<file path="config.mk">
export PLATFORM = sky130hd
export DESIGN_NAME = mbfs_coef
export DESIGN_NICKNAME = d
export VERILOG_FILES = /design/src/mbfs_pkg.sv /design/src/mbfs_coef.sv
export SDC_FILE = /design/constraint.sdc
export NUM_CORES = 2
export LEC_CHECK = 0
export BUFFER_PORTS_ARGS = -buffer_cell sky130_fd_sc_hd__buf_2
export CORE_ASPECT_RATIO = 2
export CORE_MARGIN = 2
export CORE_UTILIZATION = 35
export DETAILED_ROUTE_END_ITERATION = 16
export SYNTH_ARGS = -nofsm -noshare
export SYNTH_HDL_FRONTEND = slang
export SYNTH_SLANG_ARGS = --single-unit
</file>
<file path="constraint.sdc">
create_clock -name clk -period 18.33 [get_ports clk]
set_clock_uncertainty 0.05 [all_clocks]
set_input_delay 2.7495 -clock clk [delete_from_list [all_inputs] [get_ports clk]]
set_output_delay 2.7495 -clock clk [all_outputs]
set_load 0.005 [all_outputs]
</file>
<file path="src/mbfs_pkg.sv">
`timescale 1ns / 1ps
`default_nettype none

package mbfs_pkg;

  localparam int FRAC_BITS = 16;
  localparam int DATA_W    = 32;
  localparam int KS_W      = 31;

  // ratio ks / depth
  localparam int DIV_BITS  = KS_W + FRAC_BITS;
  localparam int REM_W     = DATA_W;

  // cube root of the ratio scaled by 2^(2F)
  localparam int RAD_W     = DIV_BITS + 2 * FRAC_BITS;
  localparam int ROOT_BITS = (RAD_W + 2) / 3;
  localparam int CUBE_W    = 3 * ROOT_BITS;

  // speed
  localparam int SQ_W      = 2 * DATA_W;
  localparam int SPD_BITS  = DATA_W;

  // coefficient
  localparam int GPROD_W   = ROOT_BITS + DATA_W;
  localparam int SCALED_W  = GPROD_W - FRAC_BITS;
  localparam int DIV_K     = 400;
  localparam int K_W       = 9;
  localparam int CF_W      = SCALED_W - (K_W - 1);

  // 400 = 16 * 25, the 25 by reciprocal multiply
  localparam int PRE_SH    = 4;
  localparam int QT_W      = SCALED_W - PRE_SH;
  localparam int RECIP_W   = 40;
  localparam int RECIP_SH  = 44;
  localparam logic [RECIP_W-1:0] RECIP_25 = 40'd703687441777;

  // friction and output
  localparam int MAG2_W    = 2 * DATA_W;
  localparam int FPROD_W   = CF_W + MAG2_W;
  localparam int DELTA_W   = 34;
  localparam int DIFF_W    = DELTA_W + 1;

  localparam logic signed [DATA_W-1:0] GRAVITY_RESET = 32'sd642908;
  localparam logic signed [DATA_W-1:0] DRY_RESET     = 32'sd3;

  localparam int CFG_IDX_W = 1;

  typedef enum logic [CFG_IDX_W-1:0] {
    REG_GRAVITY       = 1'b0,
    REG_DRY_THRESHOLD = 1'b1
  } cfg_reg_t;

  typedef struct packed {
    logic [KS_W-1:0]          roughness;
    logic signed [DATA_W-1:0] u_vel;
    logic signed [DATA_W-1:0] v_vel;
    logic signed [DATA_W-1:0] water_depth;
    logic                     cell_wet;
    logic signed [DATA_W-1:0] x_source_in;
    logic signed [DATA_W-1:0] y_source_in;
  } cell_t;

  typedef struct packed {
    logic signed [DATA_W-1:0] x_source_out;
    logic signed [DATA_W-1:0] y_source_out;
    logic                     saturated;
  } result_t;

  typedef struct packed {
    logic                     active;
    logic                     u_neg;
    logic                     v_neg;
    logic [DATA_W-1:0]        umag;
    logic [DATA_W-1:0]        vmag;
    logic [SPD_BITS-1:0]      speed;
    logic signed [DATA_W-1:0] x_in;
    logic signed [DATA_W-1:0] y_in;
  } side_t;

endpackage

`default_nettype wire

</file>
<file path="src/mbfs_coef.sv">
`timescale 1ns / 1ps
`default_nettype none

module mbfs_coef
  import mbfs_pkg::*;
(
  input  logic                     clk,
  input  logic                     rst,
  input  logic                     adv,
  input  logic                     in_vld,
  input  logic [ROOT_BITS-1:0]     root,
  input  side_t                    in_side,
  input  logic signed [DATA_W-1:0] gravity,
  output logic                     out_vld,
  output logic [CF_W-1:0]          cf,
  output side_t                    side
);

  localparam int LO_W   = 20;
  localparam int PP_W   = 2 * LO_W;
  localparam int RSUM_W = QT_W + RECIP_W;

  logic [DATA_W-1:0]  gmag;
  logic               m_vld;
  side_t              m_side;
  logic [GPROD_W-1:0] m_prod;
  logic [QT_W-1:0]    m_qt;

  logic               d_vld;
  side_t              d_side;
  logic [PP_W-1:0]    d_ll;
  logic [PP_W-1:0]    d_lh;
  logic [PP_W-1:0]    d_hl;
  logic [PP_W-1:0]    d_hh;

  logic [RSUM_W-1:0]  rsum;

  assign gmag = gravity[DATA_W-1] ? DATA_W'(-gravity) : DATA_W'(gravity);
  assign m_qt = m_prod[GPROD_W-1:FRAC_BITS+PRE_SH];

  // divide by 400: shift by 4, then multiply by the reciprocal of 25
  assign rsum = RSUM_W'(d_ll) + (RSUM_W'(d_lh) << LO_W) + (RSUM_W'(d_hl) << LO_W)
              + (RSUM_W'(d_hh) << (2 * LO_W));

  always_ff @(posedge clk) begin
    if (rst) begin
      m_vld   <= 1'b0;
      d_vld   <= 1'b0;
      out_vld <= 1'b0;
    end else if (adv) begin
      m_vld   <= in_vld;
      d_vld   <= m_vld;
      out_vld <= d_vld;
    end
  end

  always_ff @(posedge clk) begin
    if (adv) begin
      m_side <= in_side;
      m_prod <= root * gmag;
      d_side <= m_side;
      d_ll   <= m_qt[LO_W-1:0] * RECIP_25[LO_W-1:0];
      d_lh   <= m_qt[LO_W-1:0] * RECIP_25[RECIP_W-1:LO_W];
      d_hl   <= m_qt[QT_W-1:LO_W] * RECIP_25[LO_W-1:0];
      d_hh   <= m_qt[QT_W-1:LO_W] * RECIP_25[RECIP_W-1:LO_W];
      side   <= d_side;
      cf     <= rsum[RSUM_W-1:RECIP_SH];
    end
  end

endmodule

`default_nettype wire

</file>
# Word-level counts from Yosys, hierarchy flattened
# Cells that the tools add are included.
[word_totals] input_bits=226 rom_bits=0 ff_bits=736 ramBits=0 word_cells=43 n_memories=0 latchBits=0 out_inout_bits=199
[classes] add_sub_neg=4 reduce_logical=0 n_shift=0 muxes=1 bitwise=0 order_cmp=0 div=0 eq_ne=0 multipliers=5
[op_table] cell="$add A62 B79 Y79" n=1
[op_table] cell="$add A61 B59 Y62" n=1
[op_table] cell="$add A40 B60 Y61" n=1
[op_table] cell="$mul A27 B32 Y59" n=1
[op_table] cell="$mul A20 B20 Y40 const B" n=1
[op_table] cell="$mul A19 B20 Y39 const B" n=1
[op_table] cell="$mul A20 B16 Y36 const B" n=1
[op_table] cell="$mul A19 B16 Y35 const B" n=1
[op_table] cell="$mux W32" n=1
[op_table] cell="$neg A32 Y32" n=1

# Longest topological paths before layout
[logic_depth] depth_word=3 ltp_mapped=38 depth_no_buf=35

# Least setup slack after synthesis
# OpenSTA, ideal clock, no wires.
[synth_timing] path_kind="input to register" from="input port gravity[9]" to="register m_prod[56] (data pin)" path_slack_ps=6601 setup_ps=258 required_time_ps=18022 t_arrival_ps=11421 cell_stages=33 path_cell_list="or4_4 or4_1 or3_1 nand2b_1 or4_4 nand2b_4 nand2_1 xnor2_1 clkbuf_1 nand2_1 fa_1 inv_1 fa_1 inv_1 fa_1 fa_1 inv_1 fa_1 fa_1 inv_1 fa_1 inv_1 ha_1 clkbuf_1 a21o_1 a21o_1 a21oi_1 nand3_1 o211ai_1 a21oi_1 or3b_2 and2_1 xor2_1"
[synth_via] elab_chain_cells=3
[synth_lines] item="start: declaration" line="mbfs_coef.sv:13" rtl="input logic signed [DATA_W-1:0] gravity,"
[synth_lines] item="$neg A32 Y32" line="mbfs_coef.sv:38" rtl="assign gmag = gravity[DATA_W-1] ? DATA_W'(-gravity) : DATA_W'(gravity);"
[synth_lines] item="$mux W32 (*)" line="mbfs_coef.sv:38"
[synth_lines] item="$mul A27 B32 Y59 (*)" line="mbfs_coef.sv:60" rtl="m_prod <= root * gmag;"
[synth_lines] item="end signal: assignment" line="mbfs_coef.sv:60"
[synth_lines] item="end: declaration" line="mbfs_coef.sv:26" rtl="logic [GPROD_W-1:0] m_prod;"
# Mark *: on every way between the ends. The rest lies on a longest branch, timed or not.
# A chain may end at the register's enable or synchronous reset.

# Final worst setup path
[layout_timing] from="input port gravity[0]" to="register m_prod[56] (data pin)"
# Same word-level chain as after synthesis.

==> impl_metrics.csv <==
group,metric,value,unit
outcome,outcome,"completed",
routing,routed_wl,211000,um
global_route,gr-usage-met1,0.185,
timing,tightest_slew,1.10,ns
timing,layout_min_cycle_time,12.25,ns
synthesis,ys.flop_type,"edfxtp_1",
run,max_cap_violations,0,
timing,timing.fmax,81.6,MHz
placed_design,portBuffers,424,
worst_setup_path,crit_type,"input port to flip-flop",
worst_setup_path,worstSetupEndpointType,"flip-flop",
clocking,clock_path_buffers,3,
timing,period_share,0.668,
synthesis,yosys.area_share.adder,0.472,
synthesis,synth_xor_area_frac,0.0256,
layout,area_growth,10.4,%
global_route,antenna_found_initial,33,
timing,fin_ws,6.08,ns
floorplanning,die_area,0.211,mm2
placed_design,pre_cts_ws,5.41,ns
placed_design,dpl.hpwl,170000,um
layout,fin_util,0.389,
clocking,cts.sinks,695,
hold_path,hold_class,"flip-flop to flip-flop",
synthesis,yosysTopAreaCell,"fa_1",
layout,seq_area,0.0208,mm2
global_route,grt_max_degree,205,
synthesis,yosysMostFrequentCell,"inv_1",
floorplanning,start_util,0.352,
synthesis,synth-edff-count,692,
placed_design,placed_cells,9402,
floorplanning,coreArea,0.206,mm2
layout,nets,8951,
clocking,post-cts-setup-buffers,0,
clocking,cts_tree,"done",
global_route,grt_pass1_wl,317000,um
clocking,cts_made_buffers,55,
clocking,cts-root-buf,"clkbuf_16",
clocking,path_clk_slew,0.07,ns
worst_setup_path,cpMaxStageDelayCell,"fa_1",
synthesis,syn_nets,8576,
worst_setup_path,startpoint_type,"input port",
timing,drv_slew,0,
synthesis,synthesis.area,0.0726,mm2
worst_setup_path,worst-endpoint-arrival,12.63,ns
routing,dr.pass1.iters,5,
synthesis,synthCells,6347,
floorplanning,die_h,648,um
synthesis,synth_compound_area_frac,0.0476,
routing,drt-vias-per-instance,4.96,
synthesis,synth_top_family_by_area,"adder cells",
global_route,overflow,0,
clocking,cts_resized,0,
placed_design,gp_congestion,0.941,
synthesis,yosysWarnings,0,
worst_setup_path,crit_fanout,29,
synthesis,synthSimpleGateAreaFrac,0.0822,
floorplanning,rows,236,
timing,hold_viol_final,0,
synthesis,synth_mux_area_frac,0.000551,
global_route,grt_pass1_vias,53000,
routing,drcViolationCount,0,
routing,dr_total_vias,47200,
timing,finalSetupViolations,0,
synthesis,async_flop_share,0,
routing,drt_iter0_markers,2655,
floorplanning,die_width,326,um
timing,rsz0062_at_grt,"false",
timing,fin_setup_tns,0,ns
worst_setup_path,cpPeakStageDelay,0.56,ns
clocking,ctsHoldBuffers,0,
timing,relSlewSlack,0.268,
layout,drive_gt1_frac,0.0926,
global_route,use_met2,0.397,
worst_setup_path,critPathRequiredTime,18.71,ns
global_route,grt_use_met3,0.0281,
layout,filler_cell_count,20000,
global_route,grt_util_all_layers,0.202,
routing,postRouteAntennaNets,0,
synthesis,yosysSeqAreaShare,0.287,
synthesis,synth.area.top_cells,"fa_1, edfxtp_1, ha_1",
synthesis,ys_ff_latch,695,
floorplanning,ios,425,
clocking,h-tree-depth,2,
synthesis,synthTopCellsByCount,"inv_1, fa_1, ha_1",
layout,layout.cells.non_filler,9519,
synthesis,synth.top_cell.area_share,0.338,
synthesis,ys_types,68,
routing,wl_per_cell,22.2,um
clocking,clock_latency,0.69,ns
layout,multiInputGateArea,0.0458,mm2
global_route,top_usage_layer,"met2",
worst_setup_path,cp_common_cell,"fa_1",
synthesis,synth_area_per_cell,11.4,um2
==> critical path, delay by kind of cell <==
family                     cells  cell delay [ns]
buffers and inverters          7             0.97
adders and majority gates      8             3.96
AOI/OAI and AO/OA              6             1.67
and+or+nand+nor               10             2.99
xor gates and xnor gates       2             0.29
==> per-layer routing <==
| metal | vias up | part of all wire | wire length, um |
|---|---|---|---|
| met4 | 26 | 0.087 | 18500 |
| met1 | 24000 | 0.31 | 65200 |
| met2 | 1760 | 0.55 | 117000 |
| li1 | 20700 | - | - |
| met5 | - | 0.00078 | 164 |
| met3 | 786 | 0.050 | 10500 |
==> registers in the layout (all words and copies together) (netlist names) <==
| register | count |
|---|---|
| out_vld | 1 |
| m_vld | 1 |
| d_lh | 35 |
| d_ll | 21 |
| d_vld | 1 |
| d_side | 163 |
| d_hl | 38 |
| cf | 35 |
| m_prod | 39 |
| d_hh | 35 |
| side | 163 |
| m_side | 163 |
==> metrics by stage <==
stage | instance area (um2) | hold WS, ns
after floorplan | 72600 | 0.350
after global placement | 78200 | 0.350
after detailed placement | 78200 | 0.355
after CTS | 80200 | 0.341
after global routing | 80200 | 0.358
final | 80200 | 0.345
==> placed cells by master, fill, tap and decap left out, types with 26 or more instances in the layout <==
master	n
clkbuf_16	55
nor3_1	28
ha_1	778
xor2_1	77
nand2_1	661
edfxtp_1	692
xnor2_1	106
inv_1	1484
xnor2_2	26
a21o_1	97
o21ai_0	95
o21bai_1	36
and2_1	311
nor2_1	86
a21oi_1	157
buf_2	423
fa_1	1225
nand3_1	39
buf_4	55
==> layout make-up <==
| class | count | area share |
|---|---|---|
| diodes | 14 | 0.000437 |
| well taps | 2737 | 0.0427 |
| clock inverters | 44 | 0.00671 |
| clock buffers | 59 | 0.0173 |
| multi-input cells | 4006 | 0.571 |
| repair buffers | 480 | 0.0320 |
| flip-flops and latches | 695 | 0.260 |
| inverters | 1484 | 0.0695 |
==> worst paths after layout <==
path               start    endpoint  slack (ns)  cells after the start
min reg2reg  d_side[129]   side[129]        0.35                      0
max reg2reg   m_prod[27]    d_lh[36]       10.62                     17
min          d_side[129]   side[129]        0.35                      0
max           gravity[0]  m_prod[56]        6.08                     33
==> kinds of logic (layout without fill, tap and decap cells) <==
logic type	count (synthesis)	count (layout)
adder cells (fa/ha/maj)	2003	2003
other	0	14
AO/OA/AOI/OAI	535	535
buffers and inverters	1646	2067
XOR/XNOR	212	212
multiplexers	4	4
AND/OR/NAND/NOR	1252	1252
flip-flops	695	695
Power is not shown: default switching activity piles up to over one toggle a cycle in this logic, so the estimate is an artifact.
